--- src/hw/rtl/prl_pkg.sv ---
// Shared types, codes and sizes for the per-client rate limiter.
package prl_pkg;

  localparam int unsigned PrlMaxClients = 16;
  localparam int unsigned AddrWidth     = 32;
  localparam int unsigned TimeWidth     = 32;
  localparam int unsigned IntervalWidth = 16;
  localparam int unsigned VerdictWidth  = 2;
  localparam int unsigned SlotWidth     = 4;

  localparam logic [VerdictWidth-1:0] VerdictAccept  = 2'd0;
  localparam logic [VerdictWidth-1:0] VerdictLimited = 2'd1;
  localparam logic [VerdictWidth-1:0] VerdictFull    = 2'd2;

  typedef enum logic [2:0] {
    ST_IDLE,
    ST_SCAN,
    ST_TIME,
    ST_DECIDE,
    ST_OUT
  } prl_state_e;

endpackage

--- src/hw/rtl/prl_req_if.sv ---
// Request channel: client address and current time with valid/ready.
interface prl_req_if
  import prl_pkg::*;
();
  logic                 valid;
  logic                 ready;
  logic [AddrWidth-1:0] source_address;
  logic [TimeWidth-1:0] now_seconds;

  modport source (output valid, source_address, now_seconds, input ready);
  modport sink   (input valid, source_address, now_seconds, output ready);
endinterface

--- src/hw/rtl/prl_rsp_if.sv ---
// Result channel: verdict and client slot with valid/ready.
interface prl_rsp_if
  import prl_pkg::*;
();
  logic                    valid;
  logic                    ready;
  logic [VerdictWidth-1:0] verdict;
  logic [SlotWidth-1:0]    entry_slot;

  modport source (output valid, verdict, entry_slot, input ready);
  modport sink   (input valid, verdict, entry_slot, output ready);
endinterface

--- src/hw/rtl/per_client_rate_limiter.sv ---
// Per-client rate limiter: one request at a time, sequential table scan.
// A match goes from the scan through ST_TIME and ST_DECIDE to ST_OUT, a new client from
// the scan through ST_DECIDE to ST_OUT, and a full table from the scan straight to ST_OUT.
// A new request is taken only in ST_IDLE, after the result is accepted; the scan reads keys
// one after another through the key memory read port. Reset empties the client table (fill
// count to zero, no clearing pass) and sets the minimum interval to one second.
module per_client_rate_limiter
  import prl_pkg::*;
#(
  parameter int unsigned MAX_CLIENTS = PrlMaxClients
) (
  input  logic                     clk_i,
  input  logic                     rst_ni,
  prl_req_if.sink                  req,
  prl_rsp_if.source                rsp,
  input  logic                     cfg_we_i,
  input  logic [IntervalWidth-1:0] cfg_wdata_i
);

  localparam int unsigned CntW = $clog2(MAX_CLIENTS + 1);
  localparam int unsigned IdxW = (MAX_CLIENTS > 1) ? $clog2(MAX_CLIENTS) : 1;

  // Client memories
  logic [AddrWidth-1:0] key_mem  [MAX_CLIENTS];
  logic [TimeWidth-1:0] time_mem [MAX_CLIENTS];

  prl_state_e               state_q, state_d;
  logic [CntW-1:0]          count_q, count_d;
  logic [CntW-1:0]          rd_idx_q, rd_idx_d;
  logic                     pend_q, pend_d;
  logic [IdxW-1:0]          pend_idx_q, pend_idx_d;
  logic [IdxW-1:0]          slot_q, slot_d;
  logic                     is_new_q, is_new_d;
  logic [AddrWidth-1:0]     addr_q, addr_d;
  logic [TimeWidth-1:0]     now_q, now_d;
  logic [VerdictWidth-1:0]  verdict_q, verdict_d;
  logic [IntervalWidth-1:0] min_interval_q;
  logic [AddrWidth-1:0]     key_rd_q;
  logic [TimeWidth-1:0]     time_rd_q;

  logic                     key_re, key_we, time_re, time_we;
  logic [TimeWidth-1:0]     time_wdata;
  logic [TimeWidth-1:0]     last_time;
  logic [TimeWidth-1:0]     diff;
  logic                     limited;
  logic                     hit;

  // Elapsed time check, shared compare
  assign last_time = is_new_q ? '0 : time_rd_q;
  assign diff      = now_q - last_time;
  assign limited   = diff[TimeWidth-1] ||
                     (diff < {{(TimeWidth-IntervalWidth){1'b0}}, min_interval_q});
  assign hit       = pend_q && (key_rd_q == addr_q);

  // Sequencer: next state and memory controls
  always_comb begin
    state_d    = state_q;
    count_d    = count_q;
    rd_idx_d   = rd_idx_q;
    pend_d     = pend_q;
    pend_idx_d = pend_idx_q;
    slot_d     = slot_q;
    is_new_d   = is_new_q;
    addr_d     = addr_q;
    now_d      = now_q;
    verdict_d  = verdict_q;
    key_re     = 1'b0;
    key_we     = 1'b0;
    time_re    = 1'b0;
    time_we    = 1'b0;
    time_wdata = limited ? '0 : now_q;
    req.ready  = 1'b0;
    rsp.valid  = 1'b0;
    case (state_q)
      ST_IDLE: begin
        req.ready = 1'b1;
        if (req.valid) begin
          addr_d   = req.source_address;
          now_d    = req.now_seconds;
          rd_idx_d = '0;
          pend_d   = 1'b0;
          state_d  = ST_SCAN;
        end
      end
      ST_SCAN: begin
        if (hit) begin
          // Known client: fetch its last accepted time
          slot_d   = pend_idx_q;
          is_new_d = 1'b0;
          pend_d   = 1'b0;
          state_d  = ST_TIME;
        end else if (rd_idx_q < count_q) begin
          // Advance the scan by one key
          key_re     = 1'b1;
          pend_d     = 1'b1;
          pend_idx_d = rd_idx_q[IdxW-1:0];
          rd_idx_d   = rd_idx_q + CntW'(1);
        end else begin
          pend_d = 1'b0;
          if (count_q == CntW'(MAX_CLIENTS)) begin
            // Table full: drop the request
            verdict_d = VerdictFull;
            slot_d    = '0;
            state_d   = ST_OUT;
          end else begin
            // New client takes the next free slot
            key_we   = 1'b1;
            slot_d   = count_q[IdxW-1:0];
            count_d  = count_q + CntW'(1);
            is_new_d = 1'b1;
            state_d  = ST_DECIDE;
          end
        end
      end
      ST_TIME: begin
        time_re = 1'b1;
        state_d = ST_DECIDE;
      end
      ST_DECIDE: begin
        time_we   = is_new_q || !limited;
        verdict_d = limited ? VerdictLimited : VerdictAccept;
        state_d   = ST_OUT;
      end
      ST_OUT: begin
        rsp.valid = 1'b1;
        if (rsp.ready) begin
          state_d = ST_IDLE;
        end
      end
      default: begin
        state_d = ST_IDLE;
      end
    endcase
  end

  assign rsp.verdict    = verdict_q;
  assign rsp.entry_slot = SlotWidth'(slot_q);

  // Control registers
  always_ff @(posedge clk_i or negedge rst_ni) begin
    if (!rst_ni) begin
      state_q        <= ST_IDLE;
      count_q        <= '0;
      rd_idx_q       <= '0;
      pend_q         <= 1'b0;
      min_interval_q <= IntervalWidth'(1);
    end else begin
      state_q  <= state_d;
      count_q  <= count_d;
      rd_idx_q <= rd_idx_d;
      pend_q   <= pend_d;
      if (cfg_we_i) begin
        min_interval_q <= cfg_wdata_i;
      end
    end
  end

  // Payload registers
  always_ff @(posedge clk_i) begin
    pend_idx_q <= pend_idx_d;
    slot_q     <= slot_d;
    is_new_q   <= is_new_d;
    addr_q     <= addr_d;
    now_q      <= now_d;
    verdict_q  <= verdict_d;
  end

  // Key memory: one write, one registered read
  always_ff @(posedge clk_i) begin
    if (key_we) begin
      key_mem[count_q[IdxW-1:0]] <= addr_q;
    end
    if (key_re) begin
      key_rd_q <= key_mem[rd_idx_q[IdxW-1:0]];
    end
  end

  // Time memory: one write, one registered read
  always_ff @(posedge clk_i) begin
    if (time_we) begin
      time_mem[slot_q] <= time_wdata;
    end
    if (time_re) begin
      time_rd_q <= time_mem[slot_q];
    end
  end

endmodule

--- src/flat_wrapper.sv ---
// flat-port wrapper written by rule: the top's interface ports become plain ports
module per_client_rate_limiter_flat import prl_pkg::*;
#(
  parameter int unsigned MAX_CLIENTS = PrlMaxClients
)
  (clk_i, rst_ni, cfg_we_i, cfg_wdata_i, req_valid, req_source_address, req_now_seconds, req_ready, rsp_valid, rsp_verdict, rsp_entry_slot, rsp_ready);
  prl_req_if req_i ();
  prl_rsp_if rsp_i ();
  input  logic clk_i;
  input  logic rst_ni;
  input  logic cfg_we_i;
  input  logic [IntervalWidth-1:0] cfg_wdata_i;
  input wire logic [$bits(req_i.valid)-1:0] req_valid;
  input wire logic [$bits(req_i.source_address)-1:0] req_source_address;
  input wire logic [$bits(req_i.now_seconds)-1:0] req_now_seconds;
  output wire logic [$bits(req_i.ready)-1:0] req_ready;
  output wire logic [$bits(rsp_i.valid)-1:0] rsp_valid;
  output wire logic [$bits(rsp_i.verdict)-1:0] rsp_verdict;
  output wire logic [$bits(rsp_i.entry_slot)-1:0] rsp_entry_slot;
  input wire logic [$bits(rsp_i.ready)-1:0] rsp_ready;
  assign req_i.valid = req_valid;
  assign req_i.source_address = req_source_address;
  assign req_i.now_seconds = req_now_seconds;
  assign req_ready = req_i.ready;
  assign rsp_valid = rsp_i.valid;
  assign rsp_verdict = rsp_i.verdict;
  assign rsp_entry_slot = rsp_i.entry_slot;
  assign rsp_i.ready = rsp_ready;
  per_client_rate_limiter #(.MAX_CLIENTS(MAX_CLIENTS)) u_core (.clk_i(clk_i), .rst_ni(rst_ni), .req(req_i), .rsp(rsp_i), .cfg_we_i(cfg_we_i), .cfg_wdata_i(cfg_wdata_i));
endmodule
--- config.mk ---
export PLATFORM = sky130hd
export DESIGN_NAME = per_client_rate_limiter_flat
export DESIGN_NICKNAME = d
export VERILOG_FILES = /design/src/hw/rtl/prl_pkg.sv /design/src/hw/rtl/prl_req_if.sv /design/src/hw/rtl/prl_rsp_if.sv /design/src/hw/rtl/per_client_rate_limiter.sv /design/src/flat_wrapper.sv
export SDC_FILE = /design/constraint.sdc
export NUM_CORES = 1
export LEC_CHECK = 0
export BUFFER_PORTS_ARGS = -buffer_cell sky130_fd_sc_hd__buf_2
export CORE_MARGIN = 10
export CORE_UTILIZATION = 40
export DETAILED_ROUTE_END_ITERATION = 8
export HOLD_SLACK_MARGIN = 0.15
export PLACE_DENSITY = 0.53
export SYNTH_ARGS = -nofsm -noshare
export SYNTH_HDL_FRONTEND = slang
export SYNTH_SLANG_ARGS = --single-unit
--- constraint.sdc ---
create_clock -name clk_i -period 20.6 [get_ports clk_i]
set_clock_uncertainty 0.1 [all_clocks]
set_input_delay 4.12 -clock clk_i [delete_from_list [all_inputs] [get_ports clk_i]]
set_output_delay 4.12 -clock clk_i [all_outputs]
set_load 0.05 [all_outputs]
== After elaboration in Yosys (flattened, before gate mapping) ==
Memory sizes are Yosys's and may differ from the RTL's. A register that Yosys moved wholly into a read port is not among the register bits.
Cells that the tools add are included.
W data, S select, Z words.

* Bitwise gates (word level): 3
* Add/subtract/negate cells: 3
* Multiplexer cells: 39
* Eq/ne operators: 15
* Magnitude comparators: 2
* Reduce and logical (&&, ||, !) cells: 16

{| class="wikitable"
|+ Operator list
! kind !! number
|-
| $mux W32 || 2
|-
| $eq A32 B32 Y1 || 1
|-
| $lt A32 B16 Y1 || 1
|-
| $sub A32 B32 Y32 || 1
|-
| $mux W1 || 19
|-
| $mux W3 || 5
|-
| $mux W5 || 3
|-
| $pmux W3 S5 || 1
|-
| $mux W4 || 3
|-
| $reduce_and A4 Y1 || 3
|-
| $add A5 B1 Y5 const B || 2
|-
| $pmux W5 S2 || 1
|-
| $reduce_and A3 Y1 || 3
|-
| $ne A2 B1 Y1 const B || 4
|-
| $ne A2 B2 Y1 const B || 4
|-
| $eq A3 B2 Y1 const B || 2
|-
| $mux W2 || 3
|-
| $reduce_and A2 Y1 || 3
|-
| $eq A5 B5 Y1 const B || 1
|-
| $lt A5 B5 Y1 || 1
|-
| $pmux W2 S2 || 1
|-
| $reduce_bool A2 Y1 || 2
|-
| $eq A3 B1 Y1 const B || 1
|-
| $eq A3 B3 Y1 const B || 1
|-
| other kinds (7) || 10
|}

* Bits in writable memories: 1,024
* Register bits: 105
* Memories kept: 2
* Output and inout port bits: 8

{| class="wikitable"
|+ Memories
! memory !! depth !! bits a word !! read ports !! clocked after memory_dff !! write ports !! line !! source
|-
| u_core.key_mem || 16 || 32 || 1 || 1 || 1 || per_client_rate_limiter.sv:24 || <nowiki>logic [AddrWidth-1:0] key_mem [MAX_CLIENTS];</nowiki>
|-
| u_core.time_mem || 16 || 32 || 1 || 1 || 1 || per_client_rate_limiter.sv:25 || <nowiki>logic [TimeWidth-1:0] time_mem [MAX_CLIENTS];</nowiki>
|}

== Depth between registers and ports, before layout ==
* Word-level depth: 9
* Mapped depth: 24

== Worst setup path before layout ==
OpenSTA, ideal clock, no wires.

* Path type: in2reg
* From: in req_valid
* To: reg u_core.rd_idx_q[0]
* Arrival: 8,707 ps
* Required time: 20,424 ps
* Setup time: 76 ps
* Stages: 6
* Setup slack: 11,717 ps
* Path through: and2_1 > clkbuf_1 > a21oi_1 > or2_2 > nor2_1 > mux2_2

* Longest elaborated chain between the ends: 2

{| class="wikitable"
|+ Ends and longest elaborated chain
! element !! line !! source
|-
| start: declaration || flat_wrapper.sv:13 || <nowiki>input wire logic [$bits(req_i.valid)-1:0] req_valid;</nowiki>
|-
| $ne A2 B2 Y1 (no source line) || - ||
|-
| $reduce_and A4 Y1 (no source line) || - ||
|-
| end signal: assignment || per_client_rate_limiter.sv:150 || <nowiki>rd_idx_q <= rd_idx_d;</nowiki>
|-
| end: declaration || per_client_rate_limiter.sv:29 || <nowiki>logic [CntW-1:0] rd_idx_q, rd_idx_d;</nowiki>
|}

No other way between the ends.
A chain may end at the register's enable or synchronous reset.

== Worst setup path after layout ==
* From: reg u_core.is_new_q
* To: mem u_core.time_mem[1][5] (enable)

* Longest elaborated chain between the ends: 9

{| class="wikitable"
|+ Ends and longest elaborated chain
! element !! line !! source
|-
| start: declaration || per_client_rate_limiter.sv:33 || <nowiki>logic is_new_q, is_new_d;</nowiki>
|-
| start signal: assignment || per_client_rate_limiter.sv:162 || <nowiki>is_new_q <= is_new_d;</nowiki>
|-
| $mux W32 || per_client_rate_limiter.sv:49 || <nowiki>assign last_time = is_new_q ? '0 : time_rd_q;</nowiki>
|-
| $sub A32 B32 Y32 || per_client_rate_limiter.sv:50 || <nowiki>assign diff = now_q - last_time;</nowiki>
|-
| $lt A32 B16 Y1 || per_client_rate_limiter.sv:52 || <nowiki>(diff < {{(TimeWidth-IntervalWidth){1'b0}}, min_interval_q});</nowiki>
|-
| $logic_or A1 B1 Y1 || per_client_rate_limiter.sv:51 || <nowiki>assign limited = diff[TimeWidth-1] ||</nowiki>
|-
| $logic_not A1 Y1 || per_client_rate_limiter.sv:120 || <nowiki>time_we = is_new_q || !limited;</nowiki>
|-
| $logic_or A1 B1 Y1 (*) || per_client_rate_limiter.sv:120 ||
|-
| $mux W1 (*) || per_client_rate_limiter.sv:74 || <nowiki>case (state_q)</nowiki>
|-
| $mux W1 (*) || per_client_rate_limiter.sv:180 || <nowiki>if (time_we) begin</nowiki>
|-
| $mux W1 (implied by the code) (*) || per_client_rate_limiter.sv:181 || <nowiki>time_mem[slot_q] <= time_wdata;</nowiki>
|-
| end: declaration || per_client_rate_limiter.sv:25 ||
|}

Every way passes the cells marked *; elsewhere a longest branch is shown, timed or not.

==> qor.yml <==
outcome:
  status: "finished clean"
timing:
  drv_slew: 0
  worstMarginPinSlew_ns: 1.05
  tns_ns: 0
  post-route-period-util_pct: 36.5
  setup_violations: 0
  finalHoldViolCount: 0
  maxSlewHeadroom_pct: 29.9
  rsz0062_at_grt: "false"
  max_freq_mhz: 133
  min_period_ns: 7.52
clocking:
  clk_pin_slew_ns: 0.06
  cts_hold_buf: 0
  post_cts_buffers: 0
  clock_sinks: 1193
  root_buffer: "clkbuf_16"
  cts_max_level: 3
  post_cts_resized: 0
  clk-insertion-delay-late_ns: 0.71
  cts_tree: "yes"
  cts_inserted_buffers: 120
  ctsLongestPathBuffers: 3
synthesis:
  ys_ff_latch: 1193
  syn_area_mm2: 0.0474
  synth_top_cell_by_area: "edfxtp_1"
  synth_cell_types: 70
  synth_flop_cell: "edfxtp_1"
  async_flop_share_pct: 2.51
  yosysWarningCount: 0
  synth_top_area_share_pct: 73.6
  synth_fp_nets: 2389
  synthTopCellsByArea: "edfxtp_1 74%, mux4_2 15%, dfrtp_1 1.5%"
  synthCells: 2246
  synth_edf_count: 1163
  synth_seq_area_share_pct: 75.2
  synth_area_per_cell_um2: 21.1
place:
  dpl_cell_area_mm2: 0.0501
  port_buffers: 92
  gp_congestion: 0.805
  dp_hpwl_um: 64300
drt:
  finalWirelength_um: 113000
  drtAntennaViolNets: 0
  avgViaCountPerCell: 5.55
  num_vias: 22500
  drc_errors: 0
  routedWlPerCell_um: 27.8
  drt-pass1-iter-count: 5
  drtIter0Drc: 2068
global_route:
  grt_start_max_net_pins: 68
  grt_pass1_wl_um: 165000
  grt.total_usage_pct: 17.0
  grt_pass1_vias: 23500
  grt-ovfl-total: 0
  antenna_found_initial: 5
die:
  placementRows: 126
  start_util_pct: 40.2
  fp.dieH_um: 364
  die-area_mm2: 0.133
  core-area_mm2: 0.118
  die_w_um: 364
  ios: 93
critical_path:
  cp-start-kind: "flip-flop"
  cp-end-kind: "flip-flop"
  critPathRequiredTime_ns: 20.91
  cp.arrival_ns: 7.84
  cp_max_fo: 34
  crit_type: "reg -> reg"
  reg2reg_slack_ns: 13.08
hold_path:
  worstHoldPathType: "reg -> reg"
layout:
  nFillCells: 9811
  layout_commonest_cell: "edfxtp_1"
  syn2layout_area_growth_pct: 13.9
  layout-drive-gt1-share_pct: 27.9
  nets: 2567
  final_area_mm2: 0.0540
  final_cell_mix: "1163 x edfxtp_1, 320 x mux4_2, 122 x clkbuf_16"
power:
  p_per_area_mw_per_mm2: 121
  p_leak_nw: 17.1
  ir_drop_uv: 68.4
run:
  maxCapViolCount: 0
==> report_power, final <==
group          switching [mW]  internal [mW]
clock                   0.909           1.24
combinational           0.769          0.544
sequential              0.126           2.98
==> through the flow <==
stage	power, mW	util [%]	hold slack (ns)	worst slack (ns)	instances
floorplan	4.01	-	0.351	11.72	2246
global placement	4.47	42.5	0.391	13.42	3838
detailed placement	4.49	42.5	0.395	13.21	3838
CTS	6.65	45.8	0.409	13.19	4063
global route	6.84	45.8	0.442	12.58	4063
finish	6.56	45.8	0.411	13.08	4064
==> worst max-delay path, stage by stage, from the launching register on <==
cell and delay [ns]:
edfxtp_1 1.00, nor2b_1 0.11, ha_1 0.25, fa_1 0.44, nand2b_1 0.18, a21oi_1 0.29
o21ai_0 0.26, o21ai_0 0.51, a21oi_1 0.17, xnor2_1 0.23, ha_1 0.30, a21oi_1 0.14
nand2_1 0.08, a2111oi_0 0.53, nand3_1 0.23, nor4b_1 0.36, nand3_1 0.15, nor4b_2 0.45
and4b_1 0.90, nor4_2 0.19, buf_4 0.32
==> cell families (layout without fill, tap and decap cells) <==
family	Yosys count	count (layout)	synth area share [%]
adder cells (fa/ha/maj)	58	58	1.55
multiplexers	326	326	15.3
flip-flops	1193	1193	75.2
other	0	1	0
XOR/XNOR	61	61	1.19
buffers and inverters	146	427	1.23
AO/OA/AOI/OAI	161	161	2.15
AND/OR/NAND/NOR	301	301	3.35
==> layer usage <==
| layer | vias up | track usage (%) | wire [um] |
|---|---|---|---|
| met1 | 12000 | 25.7 | 52500 |
| met2 | 711 | 25.5 | 51400 |
| li1 | 9660 | - | - |
| met4 | 2 | 4.61 | 2280 |
| met5 | - | 0 | 13 |
| met3 | 154 | 2.75 | 6760 |
==> cell usage after synthesis (all sizes together), types with 4 or more instances <==
cell / instances
o211ai: 8
nor4: 22
nor2: 45
xor2: 26
nand3: 12
and2: 35
xnor2: 33
nand2: 77
o21ai: 50
o21a: 5
a21o: 8
nand2b: 38
nor4b: 5
or3: 5
inv: 42
buf: 42
edfxtp: 1163
mux2: 4
a21oi: 51
dfrtp: 29
ha: 57
nor2b: 10
nand4: 15
clkbuf: 62
mux4: 320
nor3: 18
a211oi: 9
==> state kept, by name, indices dropped and copies added (netlist names) <==
name and cells:
u_core.key_mem 512, u_core.time_mem 512, u_core.addr_q 32, u_core.key_rd_q 32, u_core.now_q 32, u_core.time_rd_q 32, u_core.min_interval_q 16, u_core.count_q 5
u_core.rd_idx_q 5, u_core.pend_idx_q 4, u_core.rsp.entry_slot 4, u_core.state_q 3, u_core.rsp.verdict 2, u_core.is_new_q 1, u_core.pend_q 1
==> path summary, 6_finish.rpt <==
path / depth (start not counted) / start / endpoint
max: 20 / u_core.is_new_q / u_core.time_mem[1][5]
min: 1 / u_core.count_q[4] / u_core.count_q[4]
max reg2reg: 20 / u_core.is_new_q / u_core.time_mem[1][5]
min reg2reg: 1 / u_core.count_q[4] / u_core.count_q[4]
max in group asynchronous: 1 / rst_ni / u_core.rd_idx_q[0]
min in group asynchronous: 1 / rst_ni / u_core.count_q[0]
==> cell type report <==
class                      count  area (um^2)  area share, %
timing repair buffer         160          971           1.80
inverter                      42          158          0.292
clock inverter                77          738           1.37
multi-input combinational    907        11400           21.1
clock buffer                 148         3150           5.83
tap                         1536         1920           3.56
sequential                  1193        35700           66.0
antenna                        1         2.50        0.00463
Power figures use the tool's default switching activity.
